[src/rtl/lhm_pkg.sv]
// ----------------------------------------------------------------------------
// lhm_pkg: shared types, tables and helpers of the luma heightmap pipeline
// Stage numbering, configuration record, permutation and transition tables,
// reciprocal constants and the 2D gradient function.
// ----------------------------------------------------------------------------
package lhm_pkg;

  // pipeline stages, one register each
  localparam int NSTG = 11;
  localparam int ST_A = 0;
  localparam int ST_B = 1;
  localparam int ST_C = 2;
  localparam int ST_D = 3;
  localparam int ST_E = 4;
  localparam int ST_F = 5;
  localparam int ST_G = 6;
  localparam int ST_H = 7;
  localparam int ST_I = 8;
  localparam int ST_J = 9;
  localparam int ST_K = 10;

  localparam int PIX_COORD_W = 12;

  typedef logic [NSTG-1:0] stage_en_t;

  typedef struct packed {
    logic [15:0]        min_base_height;
    logic [15:0]        max_base_height;
    logic [23:0]        mountain_scale;
    logic [23:0]        valley_scale;
    logic signed [15:0] mountain_gain;
    logic signed [15:0] valley_gain;
    logic [7:0]         height_limit;
  } lhm_cfg_t;

  // luma sum thresholds (sum = 299 r + 587 g + 114 b)
  localparam logic [17:0] S_HALF = 18'd127500;
  localparam logic [17:0] S_LOW  = 18'd51000;
  localparam logic [17:0] S_HIGH = 18'd204000;
  localparam logic [18:0] S_FULL = 19'd255000;

  // x*2^13/31875 and x*2^13/19125 by reciprocal multiplication
  localparam logic [31:0] RCP_BASE   = 32'd2207646876; // floor(2^46/31875)
  localparam logic [30:0] RCP_ADJ    = 31'd1839705730; // floor(2^45/19125)
  localparam logic [30:0] RCP_FACTOR = 31'd1103823438; // floor(2^45/31875)
  localparam logic [14:0] DIV_BASE   = 15'd31875;
  localparam logic [14:0] DIV_ADJ    = 15'd19125;

  localparam logic [7:0] PERM [256] = '{
    8'd151, 8'd160, 8'd137, 8'd91,  8'd90,  8'd15,  8'd131, 8'd13,  8'd201, 8'd95,
    8'd96,  8'd53,  8'd194, 8'd233, 8'd7,   8'd225, 8'd140, 8'd36,  8'd103, 8'd30,
    8'd69,  8'd142, 8'd8,   8'd99,  8'd37,  8'd240, 8'd21,  8'd10,  8'd23,  8'd190,
    8'd6,   8'd148, 8'd247, 8'd120, 8'd234, 8'd75,  8'd0,   8'd26,  8'd197, 8'd62,
    8'd94,  8'd252, 8'd219, 8'd203, 8'd117, 8'd35,  8'd11,  8'd32,  8'd57,  8'd177,
    8'd33,  8'd88,  8'd237, 8'd149, 8'd56,  8'd87,  8'd174, 8'd20,  8'd125, 8'd136,
    8'd171, 8'd168, 8'd68,  8'd175, 8'd74,  8'd165, 8'd71,  8'd134, 8'd139, 8'd48,
    8'd27,  8'd166, 8'd77,  8'd146, 8'd158, 8'd231, 8'd83,  8'd111, 8'd229, 8'd122,
    8'd60,  8'd211, 8'd133, 8'd230, 8'd220, 8'd105, 8'd92,  8'd41,  8'd55,  8'd46,
    8'd245, 8'd40,  8'd244, 8'd102, 8'd143, 8'd54,  8'd65,  8'd25,  8'd63,  8'd161,
    8'd1,   8'd216, 8'd80,  8'd73,  8'd209, 8'd76,  8'd132, 8'd187, 8'd208, 8'd89,
    8'd18,  8'd169, 8'd200, 8'd196, 8'd135, 8'd130, 8'd116, 8'd188, 8'd159, 8'd86,
    8'd164, 8'd100, 8'd109, 8'd198, 8'd173, 8'd186, 8'd3,   8'd64,  8'd52,  8'd217,
    8'd226, 8'd250, 8'd124, 8'd123, 8'd5,   8'd202, 8'd38,  8'd147, 8'd118, 8'd126,
    8'd255, 8'd82,  8'd85,  8'd212, 8'd207, 8'd206, 8'd59,  8'd227, 8'd47,  8'd16,
    8'd58,  8'd17,  8'd182, 8'd189, 8'd28,  8'd42,  8'd223, 8'd183, 8'd170, 8'd213,
    8'd119, 8'd248, 8'd152, 8'd2,   8'd44,  8'd154, 8'd163, 8'd70,  8'd221, 8'd153,
    8'd101, 8'd155, 8'd167, 8'd43,  8'd172, 8'd9,   8'd129, 8'd22,  8'd39,  8'd253,
    8'd19,  8'd98,  8'd108, 8'd110, 8'd79,  8'd113, 8'd224, 8'd232, 8'd178, 8'd185,
    8'd112, 8'd104, 8'd218, 8'd246, 8'd97,  8'd228, 8'd251, 8'd34,  8'd242, 8'd193,
    8'd238, 8'd210, 8'd144, 8'd12,  8'd191, 8'd179, 8'd162, 8'd241, 8'd81,  8'd51,
    8'd145, 8'd235, 8'd249, 8'd14,  8'd239, 8'd107, 8'd49,  8'd192, 8'd214, 8'd31,
    8'd181, 8'd199, 8'd106, 8'd157, 8'd184, 8'd84,  8'd204, 8'd176, 8'd115, 8'd121,
    8'd50,  8'd45,  8'd127, 8'd4,   8'd150, 8'd254, 8'd138, 8'd236, 8'd205, 8'd93,
    8'd222, 8'd114, 8'd67,  8'd29,  8'd24,  8'd72,  8'd243, 8'd141, 8'd128, 8'd195,
    8'd78,  8'd66,  8'd215, 8'd61,  8'd156, 8'd180
  };

  // raised cosine, 65536*(1-cos(pi*k/16))/2
  localparam logic [16:0] TRANS [17] = '{
    17'd0,     17'd630,   17'd2494,  17'd5522,  17'd9598,  17'd14563,
    17'd20228, 17'd26375, 17'd32768, 17'd39161, 17'd45308, 17'd50973,
    17'd55938, 17'd60014, 17'd63042, 17'd64906, 17'd65536
  };

  function automatic logic [7:0] perm(logic [7:0] idx);
    return PERM[idx];
  endfunction

  function automatic logic [16:0] trans_lo(logic [4:0] idx);
    logic [16:0] r;
    if (idx > 5'd16) r = TRANS[16];
    else             r = TRANS[idx];
    return r;
  endfunction

  function automatic logic [12:0] trans_diff(logic [4:0] idx);
    logic [16:0] r;
    if (idx < 5'd16) r = TRANS[idx + 5'd1] - TRANS[idx];
    else             r = '0;
    return r[12:0];
  endfunction

  // improved-noise gradient, z = 0
  function automatic logic signed [18:0] grad2(logic [7:0] hash,
                                               logic signed [16:0] x,
                                               logic signed [16:0] y);
    logic [3:0]         h;
    logic signed [18:0] u;
    logic signed [18:0] v;
    h = hash[3:0];
    u = (h < 4'd8) ? 19'(x) : 19'(y);
    if (h < 4'd4)                    v = 19'(y);
    else if (h == 4'd12 || h == 4'd14) v = 19'(x);
    else                             v = '0;
    return (h[0] ? -u : u) + (h[1] ? -v : v);
  endfunction

endpackage

[src/rtl/lhm_mix.sv]
// ----------------------------------------------------------------------------
// lhm_mix: noise weighting, gain and output clamp
// Stages H..K: noise times factor, times weight, times gain, add and clamp.
// ----------------------------------------------------------------------------
module lhm_mix (
  input  logic               clk_i,
  input  lhm_pkg::stage_en_t en_i,
  input  lhm_pkg::lhm_cfg_t  cfg_i,
  input  logic signed [20:0] n_g_i,
  input  logic [16:0]        factor_g_i,
  input  logic [16:0]        w_g_i,
  input  logic [31:0]        base_g_i,
  input  logic               bright_g_i,
  output logic [7:0]         height_o
);
  import lhm_pkg::*;

  logic signed [17:0] fs, ws;
  logic signed [38:0] p1;
  logic signed [22:0] p1_h_q;
  logic [16:0]        w_h_q;
  logic [31:0]        base_h_q, base_i_q, base_j_q;
  logic               bright_h_q, bright_i_q;
  logic signed [40:0] p2;
  logic signed [24:0] p2_i_q;
  logic signed [15:0] gain;
  logic signed [40:0] e_j_q;
  logic signed [41:0] total;
  logic [7:0]         height_q, height_d;

  assign fs = {1'b0, factor_g_i};
  assign p1 = n_g_i * fs;

  always_ff @(posedge clk_i) begin
    if (en_i[ST_H]) begin
      p1_h_q     <= $signed(p1[38:16]);
      w_h_q      <= w_g_i;
      base_h_q   <= base_g_i;
      bright_h_q <= bright_g_i;
    end
  end

  assign ws = {1'b0, w_h_q};
  assign p2 = p1_h_q * ws;

  always_ff @(posedge clk_i) begin
    if (en_i[ST_I]) begin
      p2_i_q     <= $signed(p2[40:16]);
      base_i_q   <= base_h_q;
      bright_i_q <= bright_h_q;
    end
  end

  assign gain = bright_i_q ? cfg_i.mountain_gain : cfg_i.valley_gain;

  always_ff @(posedge clk_i) begin
    if (en_i[ST_J]) begin
      e_j_q    <= p2_i_q * gain;
      base_j_q <= base_i_q;
    end
  end

  assign total = $signed({10'b0, base_j_q}) + e_j_q;

  always_comb begin
    if (total < 0) begin
      height_d = '0;
    end else if (total[41:24] > 18'(cfg_i.height_limit)) begin
      height_d = cfg_i.height_limit;
    end else begin
      height_d = total[31:24];
    end
  end

  always_ff @(posedge clk_i) begin
    if (en_i[ST_K]) begin
      height_q <= height_d;
    end
  end

  assign height_o = height_q;
endmodule

[config.mk]
export PLATFORM = sky130hd
export DESIGN_NAME = lhm_mix
export DESIGN_NICKNAME = d
export VERILOG_FILES = /design/src/rtl/lhm_pkg.sv /design/src/rtl/lhm_mix.sv
export SDC_FILE = /design/constraint.sdc
export NUM_CORES = 2
export LEC_CHECK = 0
export ABC_AREA = 1
export CORE_UTILIZATION = 54
export CTS_CLUSTER_SIZE = 40
export DETAILED_ROUTE_END_ITERATION = 10
export DONT_BUFFER_PORTS = 1
export PLACE_DENSITY = 0.76
export SETUP_SLACK_MARGIN = 0.2
export SYNTH_ARGS = -nofsm -noshare
export SYNTH_HDL_FRONTEND = slang
export SYNTH_SLANG_ARGS = --single-unit
[constraint.sdc]
create_clock -name clk_i -period 23 [get_ports clk_i]
set_input_delay 5.75 -clock clk_i [delete_from_list [all_inputs] [get_ports clk_i]]
set_output_delay 5.75 -clock clk_i [all_outputs]
set_load 0.01 [all_outputs]
==> impl_metrics.ini <==
[status]
status = complete, no violations

[timing]
slew_headroom_pct = 24.75
tns_ns = 0
fin_crit_ns = 12.43
maxSlewViolCount = 0
setup_viol = 0
tightest_slew_ns = 1.127
clock_skew_ns = 0.04749
grt_setup_unrepaired = no
setup_slack_ns = 10.57
finalHoldViolCount = 0
fin_crit_sh_pct = 54.05
fmax_mhz = 80.43

[cells_and_area]
final_nets = 7534
drive_gt1_share_pct = 2.043
area_growth_pct = 3.159
fillCellCount = 8290

[detailed_routing]
wl_per_cell_um = 17.16
drt_iter0_markers = 2681
via_count = 37368
via_per_inst = 5.238
drc = 0
postRouteAntennaNets = 0
drt_first_pass_iters = 8
drt-total-wl_mm = 122.4

[clock_network]
cts_buffer_depth = 3
post_cts_buffers = 0
cts_resized = 0
cts.sinks = 212
clk_latency_ns = 0.58
root_buffer = clkbuf_16
cts_buffers = 22
ctsHtreeMaxLevel = 1
clk_pin_slew_ns = 0.06
hold_buffers = 0
tritoncts = done

[floorplan]
core_area_mm2 = 0.09347
die-width_um = 309.3
dieHeight_um = 309.3
num_io_pins = 228
initial_core_util_pct = 54.54
dieArea_mm2 = 0.09564
rows = 112

[synthesis]
yosys.area.top_type = fa_1
yosysTopAreaCellShare_pct = 44.22
syn-mean-instance-area_um2 = 8.454
synthFlopType = edfxtp_1
ys_types = 47
synth-seq-cells = 212
yosysSeqAreaShare_pct = 12.49
syn_area_mm2 = 0.05098
synthTopCellsByArea = fa_1 (44%), inv_1 (13%), edfxtp_1 (12%)
synthesis.nets = 7705
synth-edff-count = 212
ys_warn_count = 0
async_flop_share_pct = 0
synth_cells = 6030

[job]
max_cap_viol_count = 0

[placed_design]
portBuffers = 0
pre_cts_ws_ns = 10.12
dp_hpwl_mm = 101.4
place_congestion = 0.9709

[global_route]
grt_max_degree = 74
grt_use_total_pct = 27.13
antenna_found_initial = 7
grt_pass1_wl_mm = 204.4
grt_pass1_vias = 40398
grt.overflow.total = 0

[min_path]
hp-class = reg2reg

[setup_path]
critPathKind = in2reg
worstPathRequired_ns = 23.29
crit_path_end_kind = flip-flop
arrival_ns = 12.72
critPathLaunchType = input port
cp_max_fo = 16
[final timing paths]
| check | start | end | slack, ns | cells after the start |
|---|---|---|---|---|
| hold / removal | base_i_q[14]$_DFFE_PP_ | base_j_q[14]$_DFFE_PP_ | 0.39 | 0 |
| setup reg to reg | bright_i_q$_DFFE_PP_ | e_j_q[39]$_DFFE_PP_ | 14.87 | 23 |
| setup / recovery | cfg_i[28] | e_j_q[39]$_DFFE_PP_ | 10.57 | 21 |
| hold reg to reg | base_i_q[14]$_DFFE_PP_ | base_j_q[14]$_DFFE_PP_ | 0.39 | 0 |
[state kept, by name, summed over array words and instances, names as in the netlist]
| register | count |
|---|---|
| bright_h_q | 1 |
| bright_i_q | 1 |
| e_j_q | 41 |
| p2_i_q | 25 |
| base_i_q | 32 |
| w_h_q | 17 |
| height_o | 8 |
| p1_h_q | 23 |
| base_j_q | 32 |
| base_h_q | 32 |
[critical path, cell delays in order]
cell and delay (ns):
or2_2 0.27, nand2_1 0.60, clkinv_1 0.69, nand2_1 0.40
fa_1 0.45, inv_1 0.11, fa_1 0.64, fa_1 0.55
fa_1 0.57, fa_1 0.43, fa_1 0.44, ha_1 0.43
nand2_1 0.10, nor2_1 0.20, inv_1 0.10, nor4_1 0.38
nand3_1 0.17, nand3_1 0.16, nand3_1 0.09, nand2_1 0.08
xor2_1 0.06
[area by class of cell]
cell class / count / area (µm²) / share of cell area (%)
well taps: 1254 / 1569 / 2.983
clock inverters: 13 / 141.4 / 0.2688
multi-input cells: 3784 / 36990 / 70.34
repair buffers: 11 / 82.58 / 0.1570
clock buffers: 25 / 561.8 / 1.068
flip-flops and latches: 212 / 6366 / 12.11
inverters: 1828 / 6862 / 13.05
diodes: 7 / 17.52 / 0.03331
[routing by layer]
metal	track usage (%)	vias up	wire (µm)
met5	0	-	12
met4	8.531	2	3857
met3	4.529	256	9924
met2	46.08	1495	59980
met1	35.58	18771	48670
li1	-	16844	-
[placed cells by master (no fill, tap or decap), types with 8 or more instances in the layout]
cell type,n
or2_2,29
edfxtp_1,212
o21ai_0,70
a21oi_1,168
xnor2_1,42
nor4_1,8
ha_1,329
nor2_1,354
o21ai_1,9
fa_1,1126
clkinv_1,11
nand3_1,60
nand2_2,13
nor3_1,18
o21bai_1,11
nand2_1,1369
inv_1,1812
buf_4,11
xor2_1,76
nand4_1,14
a31oi_1,13
clkbuf_16,22
o21a_1,14
[kinds of logic (layout without fill, tap and decap cells)]
| logic type | Yosys count | after routing | synth area share [%] |
|---|---|---|---|
| compound gates | 321 | 321 | 3.522 |
| flops | 212 | 212 | 12.49 |
| mux | 1 | 1 | 0.01964 |
| xor+xnor | 118 | 118 | 2.027 |
| simple gates | 1889 | 1889 | 14.68 |
| fa+ha+maj | 1455 | 1455 | 52.29 |
| other cells | 0 | 7 | 0 |
| buf+inv | 2034 | 1877 | 14.98 |
[Yosys cell counts (all sizes together), types with 11 or more instances]
cell and n:
xnor2 42, nand4 16, nand3 65, edfxtp 212
inv 1818, or2 29, nor2 364, o21bai 11
clkbuf 205, o21a 14, a31oi 13, a21oi 170
nor3 20, o21ai 81, nand2 1383, fa 1126
ha 329, xor2 76
[stage by stage]
stage / hold WS [ns] / instance area, µm² / instances / utilization [%]
floorplan: 0.4003 / 50980 / 6030 / -
global placement: 0.4022 / 51870 / 7089 / 55.49
detailed placement: 0.4045 / 51870 / 7089 / 55.49
CTS: 0.3869 / 52570 / 7127 / 56.25
global route: 0.4133 / 52590 / 7133 / 56.26
finish: 0.3949 / 52590 / 7134 / 56.26
Power is left out: the tool's default activity adds up to more than one toggle a clock period on the data nets, which glitch-free logic cannot reach.
