`src/rtl/lhm_pkg.sv`:
```
// ----------------------------------------------------------------------------
// lhm_pkg: shared types, tables and helpers of the luma heightmap pipeline
// Stage numbering, configuration record, permutation and transition tables,
// reciprocal constants and the 2D gradient function.
// ----------------------------------------------------------------------------
package lhm_pkg;

  // pipeline stages, one register each
  localparam int NSTG = 11;
  localparam int ST_A = 0;
  localparam int ST_B = 1;
  localparam int ST_C = 2;
  localparam int ST_D = 3;
  localparam int ST_E = 4;
  localparam int ST_F = 5;
  localparam int ST_G = 6;
  localparam int ST_H = 7;
  localparam int ST_I = 8;
  localparam int ST_J = 9;
  localparam int ST_K = 10;

  localparam int PIX_COORD_W = 12;

  typedef logic [NSTG-1:0] stage_en_t;

  typedef struct packed {
    logic [15:0]        min_base_height;
    logic [15:0]        max_base_height;
    logic [23:0]        mountain_scale;
    logic [23:0]        valley_scale;
    logic signed [15:0] mountain_gain;
    logic signed [15:0] valley_gain;
    logic [7:0]         height_limit;
  } lhm_cfg_t;

  // luma sum thresholds (sum = 299 r + 587 g + 114 b)
  localparam logic [17:0] S_HALF = 18'd127500;
  localparam logic [17:0] S_LOW  = 18'd51000;
  localparam logic [17:0] S_HIGH = 18'd204000;
  localparam logic [18:0] S_FULL = 19'd255000;

  // x*2^13/31875 and x*2^13/19125 by reciprocal multiplication
  localparam logic [31:0] RCP_BASE   = 32'd2207646876; // floor(2^46/31875)
  localparam logic [30:0] RCP_ADJ    = 31'd1839705730; // floor(2^45/19125)
  localparam logic [30:0] RCP_FACTOR = 31'd1103823438; // floor(2^45/31875)
  localparam logic [14:0] DIV_BASE   = 15'd31875;
  localparam logic [14:0] DIV_ADJ    = 15'd19125;

  localparam logic [7:0] PERM [256] = '{
    8'd151, 8'd160, 8'd137, 8'd91,  8'd90,  8'd15,  8'd131, 8'd13,  8'd201, 8'd95,
    8'd96,  8'd53,  8'd194, 8'd233, 8'd7,   8'd225, 8'd140, 8'd36,  8'd103, 8'd30,
    8'd69,  8'd142, 8'd8,   8'd99,  8'd37,  8'd240, 8'd21,  8'd10,  8'd23,  8'd190,
    8'd6,   8'd148, 8'd247, 8'd120, 8'd234, 8'd75,  8'd0,   8'd26,  8'd197, 8'd62,
    8'd94,  8'd252, 8'd219, 8'd203, 8'd117, 8'd35,  8'd11,  8'd32,  8'd57,  8'd177,
    8'd33,  8'd88,  8'd237, 8'd149, 8'd56,  8'd87,  8'd174, 8'd20,  8'd125, 8'd136,
    8'd171, 8'd168, 8'd68,  8'd175, 8'd74,  8'd165, 8'd71,  8'd134, 8'd139, 8'd48,
    8'd27,  8'd166, 8'd77,  8'd146, 8'd158, 8'd231, 8'd83,  8'd111, 8'd229, 8'd122,
    8'd60,  8'd211, 8'd133, 8'd230, 8'd220, 8'd105, 8'd92,  8'd41,  8'd55,  8'd46,
    8'd245, 8'd40,  8'd244, 8'd102, 8'd143, 8'd54,  8'd65,  8'd25,  8'd63,  8'd161,
    8'd1,   8'd216, 8'd80,  8'd73,  8'd209, 8'd76,  8'd132, 8'd187, 8'd208, 8'd89,
    8'd18,  8'd169, 8'd200, 8'd196, 8'd135, 8'd130, 8'd116, 8'd188, 8'd159, 8'd86,
    8'd164, 8'd100, 8'd109, 8'd198, 8'd173, 8'd186, 8'd3,   8'd64,  8'd52,  8'd217,
    8'd226, 8'd250, 8'd124, 8'd123, 8'd5,   8'd202, 8'd38,  8'd147, 8'd118, 8'd126,
    8'd255, 8'd82,  8'd85,  8'd212, 8'd207, 8'd206, 8'd59,  8'd227, 8'd47,  8'd16,
    8'd58,  8'd17,  8'd182, 8'd189, 8'd28,  8'd42,  8'd223, 8'd183, 8'd170, 8'd213,
    8'd119, 8'd248, 8'd152, 8'd2,   8'd44,  8'd154, 8'd163, 8'd70,  8'd221, 8'd153,
    8'd101, 8'd155, 8'd167, 8'd43,  8'd172, 8'd9,   8'd129, 8'd22,  8'd39,  8'd253,
    8'd19,  8'd98,  8'd108, 8'd110, 8'd79,  8'd113, 8'd224, 8'd232, 8'd178, 8'd185,
    8'd112, 8'd104, 8'd218, 8'd246, 8'd97,  8'd228, 8'd251, 8'd34,  8'd242, 8'd193,
    8'd238, 8'd210, 8'd144, 8'd12,  8'd191, 8'd179, 8'd162, 8'd241, 8'd81,  8'd51,
    8'd145, 8'd235, 8'd249, 8'd14,  8'd239, 8'd107, 8'd49,  8'd192, 8'd214, 8'd31,
    8'd181, 8'd199, 8'd106, 8'd157, 8'd184, 8'd84,  8'd204, 8'd176, 8'd115, 8'd121,
    8'd50,  8'd45,  8'd127, 8'd4,   8'd150, 8'd254, 8'd138, 8'd236, 8'd205, 8'd93,
    8'd222, 8'd114, 8'd67,  8'd29,  8'd24,  8'd72,  8'd243, 8'd141, 8'd128, 8'd195,
    8'd78,  8'd66,  8'd215, 8'd61,  8'd156, 8'd180
  };

  // raised cosine, 65536*(1-cos(pi*k/16))/2
  localparam logic [16:0] TRANS [17] = '{
    17'd0,     17'd630,   17'd2494,  17'd5522,  17'd9598,  17'd14563,
    17'd20228, 17'd26375, 17'd32768, 17'd39161, 17'd45308, 17'd50973,
    17'd55938, 17'd60014, 17'd63042, 17'd64906, 17'd65536
  };

  function automatic logic [7:0] perm(logic [7:0] idx);
    return PERM[idx];
  endfunction

  function automatic logic [16:0] trans_lo(logic [4:0] idx);
    logic [16:0] r;
    if (idx > 5'd16) r = TRANS[16];
    else             r = TRANS[idx];
    return r;
  endfunction

  function automatic logic [12:0] trans_diff(logic [4:0] idx);
    logic [16:0] r;
    if (idx < 5'd16) r = TRANS[idx + 5'd1] - TRANS[idx];
    else             r = '0;
    return r[12:0];
  endfunction

  // improved-noise gradient, z = 0
  function automatic logic signed [18:0] grad2(logic [7:0] hash,
                                               logic signed [16:0] x,
                                               logic signed [16:0] y);
    logic [3:0]         h;
    logic signed [18:0] u;
    logic signed [18:0] v;
    h = hash[3:0];
    u = (h < 4'd8) ? 19'(x) : 19'(y);
    if (h < 4'd4)                    v = 19'(y);
    else if (h == 4'd12 || h == 4'd14) v = 19'(x);
    else                             v = '0;
    return (h[0] ? -u : u) + (h[1] ? -v : v);
  endfunction

endpackage

```
`src/rtl/lhm_pipe_ctrl.sv`:
```
// ----------------------------------------------------------------------------
// lhm_pipe_ctrl: stage valid bits and per-stage load enables
// A stage loads when it is empty or everything downstream can move.
// ----------------------------------------------------------------------------
module lhm_pipe_ctrl (
  input  logic              clk_i,
  input  logic              rst_ni,
  input  logic              in_valid_i,
  input  logic              out_ready_i,
  output logic              in_ready_o,
  output logic              out_valid_o,
  output lhm_pkg::stage_en_t en_o
);
  import lhm_pkg::*;

  stage_en_t vld_q, vld_d;
  stage_en_t en;

  // a bubble anywhere from stage k onwards lets stage k advance
  always_comb begin
    for (int k = 0; k < NSTG; k++) begin
      en[k] = out_ready_i || !(&(vld_q | stage_en_t'((1 << k) - 1)));
    end
  end

  always_comb begin
    for (int k = 0; k < NSTG; k++) begin
      if (k == 0) vld_d[k] = en[k] ? in_valid_i : vld_q[k];
      else        vld_d[k] = en[k] ? vld_q[k-1] : vld_q[k];
    end
  end

  always_ff @(posedge clk_i or negedge rst_ni) begin
    if (!rst_ni) begin
      vld_q <= '0;
    end else begin
      vld_q <= vld_d;
    end
  end

  assign en_o        = en;
  assign in_ready_o  = en[ST_A];
  assign out_valid_o = vld_q[ST_K];
endmodule

```
`config.mk`:
```
export PLATFORM = sky130hd
export DESIGN_NAME = lhm_pipe_ctrl
export DESIGN_NICKNAME = d
export VERILOG_FILES = /design/src/rtl/lhm_pkg.sv /design/src/rtl/lhm_pipe_ctrl.sv
export SDC_FILE = /design/constraint.sdc
export NUM_CORES = 1
export LEC_CHECK = 0
export ABC_AREA = 1
export BUFFER_PORTS_ARGS = -buffer_cell sky130_fd_sc_hd__buf_2
export CORE_AREA = 2 2 39 41
export DETAILED_ROUTE_END_ITERATION = 12
export DIE_AREA = 0 0 41 43
export GPL_TIMING_DRIVEN = 0
export HOLD_SLACK_MARGIN = 0.12
export PLACE_DENSITY = 0.77
export SETUP_SLACK_MARGIN = 0.4
export SLEW_MARGIN = 5
export SYNTH_ARGS = -nofsm -noshare
export SYNTH_HDL_FRONTEND = slang
export SYNTH_SLANG_ARGS = --single-unit
export TNS_END_PERCENT = 20
```
`constraint.sdc`:
```
create_clock -name clk_i -period 1.3 [get_ports clk_i]
set_input_delay 0.13 -clock clk_i [delete_from_list [all_inputs] [get_ports clk_i]]
set_output_delay 0.13 -clock clk_i [all_outputs]
set_load 0.005 [all_outputs]
```
==> results of run 1 <==
per-layer routing:
layer	vias to the layer above	track usage (%)	share of wire (%)
met3	0	3.14	4.8
met1	221	18.4	38
met2	21	25.3	57
met4	0	8.00	0
met5	-	0	0
li1	238	-	-
what timing repair did:
action                                 4_1_cts  5_1_grt
setup buffers                                6        0
endpoints found under the hold margin       12        0
setup endpoints to repair                   18       22
hold buffers                                 2        0
pin swaps                                    3        5
gates resized for setup                      4        2
worst min-delay path by stage:
stage,startpoint,cells after the start,to,slack [ps]
after floorplan,rst_ni,0,vld_q[0],-170
after CTS,out_ready_i,4,vld_q[3],180
after global routing,out_ready_i,4,vld_q[3],200
final,out_ready_i,4,vld_q[3],180
after detailed placement,rst_ni,1,vld_q[5],9
after global placement,rst_ni,1,vld_q[3],7
worst max-delay path: stages, from the launching register on:
cell,delay (ps)
dfrtp_1,400
nand3_4,120
buf_6,130
nor2_4,120
nand3_2,90
buf_2,130
cells by family (layout without fill, tap and decap cells):
family                 count (synthesis)  in the layout  synth area share [%]
DFF                                   11             11                  50.8
and+or+nand+nor                       36             36                  38.1
buffers and inverters                 15             43                  11.1
cells in the mapped netlist:
| master | number |
|---|---|
| inv_2 | 1 |
| or2_1 | 2 |
| buf_4 | 1 |
| nand3_4 | 1 |
| nor2_1 | 3 |
| nand2_1 | 22 |
| dfrtp_1 | 11 |
| nor2_4 | 3 |
| inv_1 | 13 |
| nand3_2 | 3 |
| nand4_2 | 1 |
| nor2_2 | 1 |
power by group through the flow:
stage,sequential [W],clock (W),combinational (W)
6_report,0.000467,0.000229,0.000439
5_1_grt,0.000471,0.000258,0.000499
4_1_cts,0.000462,0.000235,0.000436
3_5_place_dp,0.000472,0,0.000373
3_3_place_gp,0.000470,0,0.000362
2_1_floorplan,0.000455,0,0.000260
area by class of cell:
class	count	area share [%]
Inverter	14	6.97
Tap cell	16	2.65
Buffer	1	1.49
Multi-Input combinational cell	36	28.4
Clock buffer	4	3.48
Timing Repair Buffer	24	20.6
Sequential cell	11	36.5
per-stage QoR:
stage               setup TNS (ps)  area (µm²)  total power [W]  std cells  setup WS (ps)
CTS                           -475         748          0.00113        106          -99.3
global placement                 0         642         0.000831         94            173
finish                        -325         754          0.00113        106          -83.5
global route                 -1210         754          0.00123        106           -177
floorplan                        0         542         0.000714         62            276
detailed placement               0         642         0.000845         94            139
==> impl_results.md, run 1 <==
- Yosys top cell area share: 50.8%
- Skew final: 0.624 ps
- # fillers: 140
- CP Capture Type: primary output
- Avg Inst Size Synth: 8.74 µm²
- H-tree levels: 1
- Initial core utilization: 39.2%
- Cell count after synthesis: 62
- Syn. warnings: 0
- FP Rows: 14
- RSZ-0062 raised after global routing: yes
- Most common cell after layout, fill and taps aside: nand2_1
- Clock root buffer: clkbuf_4
- Largest net degree at the start of global routing: 12
- Overflow left after global routing: 0
- Critical Path Source: vld_q[10]
- PortBufs: 16
- Sequential-to-total area share from yosys stat: 50.8%
- Final-report max-slew violation count: 0
- Via count: 480
- CP Capture Point: en_o[2]
- # nets final: 95
- Height of the die: 43 µm
- Largest fanout on the critical path: 4
- Switching power: 0.000417 W
- Endpoints failing hold: 0
- R2R setup slack: 250 ps
- Die Area: 1760 µm²
- CORE AREA: 1380 µm²
- CTS tree: built
- Max cap viols: 0
- P_leak: 0.434 nW
- Register area: 275 µm²
- Final HPWL DP: 771 µm
- Largest registers: vld_q (11)
- Footprint of the multi-input gates: 214 µm²
- TritonRoute pass-1 iters: 4
- Worst setup SP type: register
- HP Class: in -> reg
- Antenna violations before repair: 0
- Number of top-level pins: 17
- Setup Viol. Count Final: 8
- R2R cell count: 4
- #FFs+latches synth: 11
- Combinational power share: 38.7%
- Initial DRC Count: 9
- Routed wire length: 1120 µm
- Area leader, netlist: dfrtp_1
- Global-route wire length before repair: 1840 µm
- WL per Instance: 10.5 µm
- Seq pwr share: 41.1%
- Pwr dens: 1500 nW/µm²
- WS Path Type: reg -> out
- Largest register FFs: 11
- Worst-Skew Late Latency: 260 ps
- Syn nets: 66
- Failing checks: setup timing
- ANT cells: 0
- Commonest non-fill, non-tap cells in the layout: nand2_1, buf_2, inv_1
- TritonCTS Sinks: 11
- FMAX: 0.723 GHz
- Die width: 41 µm
- Reg with most FFs: vld_q
- Crit Reg-Reg Startpoint: vld_q[10]
- Power share of the clock group: 20.2%
- Synth cell types: 12
- Mapped cell area: 542 µm²
- Max-slew headroom: 82.7%
- Tmin final: 1380 ps
- Final Cycle Share: 106%
- Share of cells above drive strength 1: 43.3%
- Worst-path clk slew: 70 ps
- Post-DRT Antenna Nets: 0
- Worst setup margin: -83.5 ps
- Outcome: finished with violations
- Vias per inst: 4.53
- Power Internal: 0.000717 W
- WP data required: 1170 ps
- Area growth syn-to-layout: 39.3%
- Sw frac: 36.8%
- RD Place Congestion: 0.759
- CP arrival: 1250 ps
- Vias in the first global route: 462
- Peak VDD IR: 596 µV
- DR DRC count: 0
- Reg2Reg Capture Point: vld_q[8]
- Hold slack: 183 ps
- All-layer global routing usage: 15.7%
- Top cells by area, synth: dfrtp_1, nand2_1, inv_1, nor2_4, nand3_2
- TritonCTS Buffers: 3
- Worst Max-Slew Pin Slew: 260 ps
- Max Root-Sink Buffers: 2
- Final core utilization: 54.5%
Note: power is estimated with default switching activity, not from simulation.
==> inputs of run 2 (changes only) <==
--- a/config.mk
+++ b/config.mk
@@ -7,11 +7,11 @@
 export LEC_CHECK = 0
 export ABC_AREA = 1
 export BUFFER_PORTS_ARGS = -buffer_cell sky130_fd_sc_hd__buf_2
-export CORE_AREA = 2 2 39 41
+export CORE_AREA = 3 3 40 42
 export DETAILED_ROUTE_END_ITERATION = 12
-export DIE_AREA = 0 0 41 43
+export DIE_AREA = 0 0 43 45
 export GPL_TIMING_DRIVEN = 0
-export HOLD_SLACK_MARGIN = 0.12
+export HOLD_SLACK_MARGIN = 0.02
 export PLACE_DENSITY = 0.77
 export SETUP_SLACK_MARGIN = 0.4
 export SLEW_MARGIN = 5
==> constraint.sdc (replaced) <==
create_clock -name clk_i -period 1.5 [get_ports clk_i]
set_input_delay 0.15 -clock clk_i [delete_from_list [all_inputs] [get_ports clk_i]]
set_output_delay 0.15 -clock clk_i [all_outputs]
set_load 0.005 [all_outputs]
==> run 2 against run 1 <==
Setup slack gained 180 ps. Global-route usage decreased by 2.5 points. Via count is 1.0% lower. Sequential share of layout area shrank 0.12 points. Cell count rose by 0.94%. Clock-buffer cell count stayed put. The run now ends clean.
==> impl_results.md, run 2 (synthesis results as in run 1) <==
- Outcome: completed
- Initial core utilization: 42.2% (+3.0 points)
- WL per Instance: 10.5 µm (about the same)
- CP arrival: 1250 ps (about the same)
- WS Path Type: reg -> out
- WP data required: 1350 ps (+180 ps)
- FP Rows: 13 (-1)
- Worst setup SP type: register
- All-layer global routing usage: 13.2% (-2.5 points)
- Max Root-Sink Buffers: 2 (unchanged)
- Height of the die: 45 µm (+4.7%)
- Global-route wire length before repair: 1850 µm (+0.76%)
- Final-report max-slew violation count: 0 (unchanged)
- R2R cell count: 6 (+2)
- TritonRoute pass-1 iters: 4 (unchanged)
- Initial DRC Count: 13 (+4)
- Die width: 43 µm (+4.9%)
- Vias per inst: 4.44 (-2.0%)
- Skew final: 8.88 ps (+8.25 ps)
- Reg2Reg Capture Point: vld_q[1]
- Setup Viol. Count Final: 0 (-8)
- Worst-Skew Late Latency: 270 ps (about the same)
- FMAX: 0.714 GHz
- Largest fanout on the critical path: 3 (-1)
- R2R setup slack: 440 ps (+190 ps)
- Final HPWL DP: 780 µm (+1.2%)
- H-tree levels: 1 (unchanged)
- Final core utilization: 58.9% (+4.4 points)
- Non-filler instance count after layout: 107 (+0.94%)
- GRT met2 Usage: 22.2% (-3.2 points)
- Vias in the first global route: 452 (-2.2%)
- Routed wire length: 1130 µm (+0.99%)
- RD Place Congestion: 0.748 (-1.5%)
- Final Cycle Share: 93.3%
- Commonest non-fill, non-tap cells in the layout: nand2_1, buf_2, inv_1
- Clock root buffer: clkbuf_4
- Placed cell count: 93 (-1.1%)
- Max cap viols: 0 (unchanged)
- Worst Max-Slew Pin Slew: 247 ps (-12.5 ps)
- Peak VDD IR: 625 µV (+4.7%)
- Met1 usage: 16.1% (-2.3 points)
- GR Layer Usage met3: 2.39% (-0.75 points)
- Overflow left after global routing: 0 (unchanged)
- CORE AREA: 1280 µm² (-7.1%)
- CP Capture Point: en_o[0]
- Endpoints failing hold: 0 (unchanged)
- Reg with most FFs: vld_q
- Largest register FFs: 11 (unchanged)
- Power share of the clock group: 20.3% (about the same)
- Critical Path Source: vld_q[5]
- RSZ-0062 raised after global routing: yes
- P_leak: 0.442 nW (+1.9%)
- Pwr dens: 1320 nW/µm² (-12%)
- Most common cell after layout, fill and taps aside: nand2_1
- Crit Reg-Reg Startpoint: vld_q[9]
- Hold slack: 64.8 ps (-119 ps)
- Die Area: 1940 µm² (+9.8%)
- Share of cells above drive strength 1: 43.5% (+0.14 points)
- PortBufs: 16 (unchanged)
- Sw frac: 37.0% (+0.25 points)
- Area growth syn-to-layout: 39.7%
- Number of top-level pins: 17 (unchanged)
- TritonCTS Sinks: 11 (unchanged)
- DR DRC count: 0 (unchanged)
- CP Capture Type: primary output
- GRT Max-Usage Layer: met2
- Dpl ws: 323 ps (+184 ps)
- Combinational power share: 39.4% (+0.7 points)
- CTS tree: built
- Seq pwr share: 40.3% (-0.8 points)
- Power Internal: 0.000628 W (-12%)
- Worst-path clk slew: 80 ps (about the same)
- # fillers: 119 (-15%)
- Setup TNS: 0 ps (+325 ps)
- Max-slew headroom: 83.5% (+0.83 points)
- Post-DRT Antenna Nets: 0 (unchanged)
- Switching power: 0.000369 W (-11%)
- Worst setup margin: 99.8 ps (+183 ps)
- HP Class: in -> reg
- ANT cells: 0 (unchanged)
- # nets final: 97 (+2.1%)
- Antenna violations before repair: 0 (unchanged)
- Largest registers: vld_q (11)
- Largest net degree at the start of global routing: 12 (unchanged)
- Tmin final: 1400 ps
- Via count: 475 (-1.0%)
- TritonCTS Buffers: 3 (unchanged)
[run 2: stage by stage]
step           cell area, µm²  total power (W)
2_1_floorplan             542         0.000619
3_3_place_gp              641         0.000722
3_5_place_dp              641         0.000735
4_1_cts                   747         0.000987
5_1_grt                   757          0.00107
6_report                  757         0.000998
[run 2: area by class of cell]
class	count	area, µm²	share of cell area (%)
Sequential cell	11	275	36.4
Multi-Input combinational cell	36	209	27.6
Timing Repair Buffer	26	164	21.7
Inverter	14	52.6	6.94
Clock buffer	4	26.3	3.47
Tap cell	15	18.8	2.48
Buffer	1	11.3	1.49
[run 2: timing repair]
item                       4_1_cts  5_1_grt
hold endpoints to repair        11        0
cloned                           0        0
resized for setup                2        1
setup endpoints to repair       11       13
pin swaps                        2        1
hold buffers                     1        0
setup buffers                    8        1
[run 2: routing by layer]
layer | part of all wire [%] | vias to the layer above
met5 | 0 | -
met4 | 1.2 | 0
met3 | 6.1 | 2
met2 | 50 | 17
met1 | 42 | 217
li1 | - | 239
[run 2: critical path, cell delays in order (launching register included)]
cell and delay [ps]:
dfrtp_1 390, nand2_1 110, nor2_2 140, nand3_2 110
buf_6 130, buf_6 100
[run 2: power groups by stage]
stage	Sequential [W]	Clock (W)	Combinational, W
after floorplan	0.000394	0	0.000225
after global placement	0.000406	0	0.000317
after detailed placement	0.000409	0	0.000326
after CTS	0.000399	0.000207	0.000381
after global routing	0.000407	0.000219	0.000443
final	0.000402	0.000203	0.000393
[run 2: how the worst min path moves through the flow]
stage,startpoint,endpoint,depth (start not counted)
after floorplan,rst_ni,vld_q[0],0
after global placement,rst_ni,vld_q[5],1
after detailed placement,rst_ni,vld_q[5],1
after CTS,in_valid_i,vld_q[0],3
after global routing,in_valid_i,vld_q[0],3
final,in_valid_i,vld_q[0],3
==> inputs of run 3 (changes only) <==
==> constraint.sdc (replaced) <==
create_clock -name clk_i -period 1.7 [get_ports clk_i]
set_input_delay 0.17 -clock clk_i [delete_from_list [all_inputs] [get_ports clk_i]]
set_output_delay 0.17 -clock clk_i [all_outputs]
set_load 0.005 [all_outputs]
==> run 3 against run 2 <==
Sequential share of layout area is the same. Sequential power shrank 12%. Combinational power shrank 12%. Clock-buffer cell count is the same.
==> impl_results.md, run 3 (synthesis results as in run 1) <==
- HP Class: in -> reg
- Final HPWL DP: 780 µm (unchanged)
- Tmin final: 1420 ps
- Initial core utilization: 42.2% (unchanged)
- DR DRC count: 0 (unchanged)
- ANT cells: 0 (unchanged)
- Skew final: 8.88 ps (unchanged)
- WL per Instance: 10.5 µm (unchanged)
- Vias in the first global route: 451 (-0.22%)
- Vias per inst: 4.44 (unchanged)
- Height of the die: 45 µm (unchanged)
- Initial DRC Count: 13 (unchanged)
- Largest net degree at the start of global routing: 12 (unchanged)
- FP Rows: 13 (unchanged)
- Global-route wire length before repair: 1850 µm (unchanged)
- Peak VDD IR: 551 µV (-12%)
- CP Capture Type: primary output
- Worst-path clk slew: 80 ps (about the same)
- Post-DRT Antenna Nets: 0 (unchanged)
- # fillers: 119 (unchanged)
- Setup Viol. Count Final: 0 (unchanged)
- Max cap viols: 0 (unchanged)
- TritonCTS Buffers: 3 (unchanged)
- Clock root buffer: clkbuf_4
- Final-report max-slew violation count: 0 (unchanged)
- TritonRoute pass-1 iters: 4 (unchanged)
- H-tree levels: 1 (unchanged)
- Largest fanout on the critical path: 3 (unchanged)
- Max Root-Sink Buffers: 2 (unchanged)
- Worst-Skew Late Latency: 270 ps (about the same)
- Die width: 43 µm (unchanged)
- Pwr dens: 1160 nW/µm² (-12%)
- All-layer global routing usage: 13.2% (unchanged)
- PortBufs: 16 (unchanged)
- WP data required: 1530 ps (+180 ps)
- Largest register FFs: 11 (unchanged)
- Reg with most FFs: vld_q
- FMAX: 0.704 GHz
- CP arrival: 1250 ps (about the same)
- RD Place Congestion: 0.748 (unchanged)
- Endpoints failing hold: 0 (unchanged)
- CTS tree: built
- Final Cycle Share: 83.5%
- TritonCTS Sinks: 11 (unchanged)
- PnR Total Power: 0.000880 W (-12%)
- WS Path Type: reg -> out
- Setup TNS: 0 ps (unchanged)
- Max-slew headroom: 83.5% (unchanged)
- Final core utilization: 58.9% (unchanged)
- Most common cell after layout, fill and taps aside: nand2_1
- Die Area: 1940 µm² (unchanged)
- # nets final: 97 (unchanged)
- Outcome: completed
- CORE AREA: 1280 µm² (unchanged)
- Number of top-level pins: 17 (unchanged)
- Worst setup SP type: register
- Via count: 475 (unchanged)
- Area growth syn-to-layout: 39.7% (unchanged)
- WHS Path Cells: 3 (unchanged)
- Overflow left after global routing: 0 (unchanged)
- Share of cells above drive strength 1: 43.5% (unchanged)
- P_leak: 0.442 nW (unchanged)
- Worst Max-Slew Pin Slew: 247 ps (unchanged)
- R2R cell count: 6 (unchanged)
- Largest registers: vld_q (11)
- Antenna violations before repair: 0 (unchanged)
- Commonest non-fill, non-tap cells in the layout: nand2_1, buf_2, inv_1
- RSZ-0062 raised after global routing: yes
- Routed wire length: 1130 µm (unchanged)
run 3: cell counts in the layout (fill, tap and decap cells not counted):
No cell type changed its count.
run 3: worst paths after layout:
kind / startpoint / endpoint / slack (ps)
setup / recovery: vld_q[5] / en_o[0] / 280
hold / removal: in_valid_i / vld_q[0] / 80
setup reg to reg: vld_q[9] / vld_q[1] / 640
hold reg to reg: vld_q[1] / vld_q[2] / 470
max in group asynchronous: rst_ni / vld_q[8] / 1190
min in group asynchronous: rst_ni / vld_q[5] / 300
run 3: layout make-up:
class	instances	area, µm²	share of cell area, %
tap	15	18.8	2.48
buffer	1	11.3	1.49
multi-input combinational	36	209	27.6
timing repair buffer	26	164	21.7
sequential	11	275	36.4
inverter	14	52.6	6.94
clock buffer	4	26.3	3.47
run 3: power breakdown:
| part | internal, W | switching, W | total [W] |
|---|---|---|---|
| sequential | 0.000311 | 0.0000437 | 0.000354 |
| combinational | 0.000153 | 0.000194 | 0.000347 |
| clock | 0.0000908 | 0.0000883 | 0.000179 |
| total | 0.000554 | 0.000326 | 0.000880 |
run 3: layer usage:
| metal | track usage, % | wire, µm |
|---|---|---|
| met5 | 0 | 0 |
| met4 | 7.23 | 14 |
| met2 | 22.2 | 566 |
| met1 | 16.1 | 475 |
| met3 | 2.39 | 69 |
run 3: repair_timing:
item	in CTS	in global routing
hold endpoints to repair	11	0
hold buffers	1	0
pin swaps	2	1
setup buffers	8	1
endpoints found under the setup margin	8	11
gates resized for setup	2	1
run 3: through the flow:
step / instance area [µm²] / instances / hold WS, ps / setup WS [ps]
2_1_floorplan: 542 / 62 / -126 / 636
3_3_place_gp: 641 / 93 / 48.9 / 532
3_5_place_dp: 641 / 93 / 51.5 / 503
4_1_cts: 747 / 106 / 80.9 / 260
5_1_grt: 757 / 107 / 104 / 193
6_report: 757 / 107 / 84.8 / 280
run 3: worst max-delay path: stages, from the launching register on:
cell	delay, ps
dfrtp_1	390
nand2_1	110
nor2_2	140
nand3_2	110
buf_6	130
buf_6	100
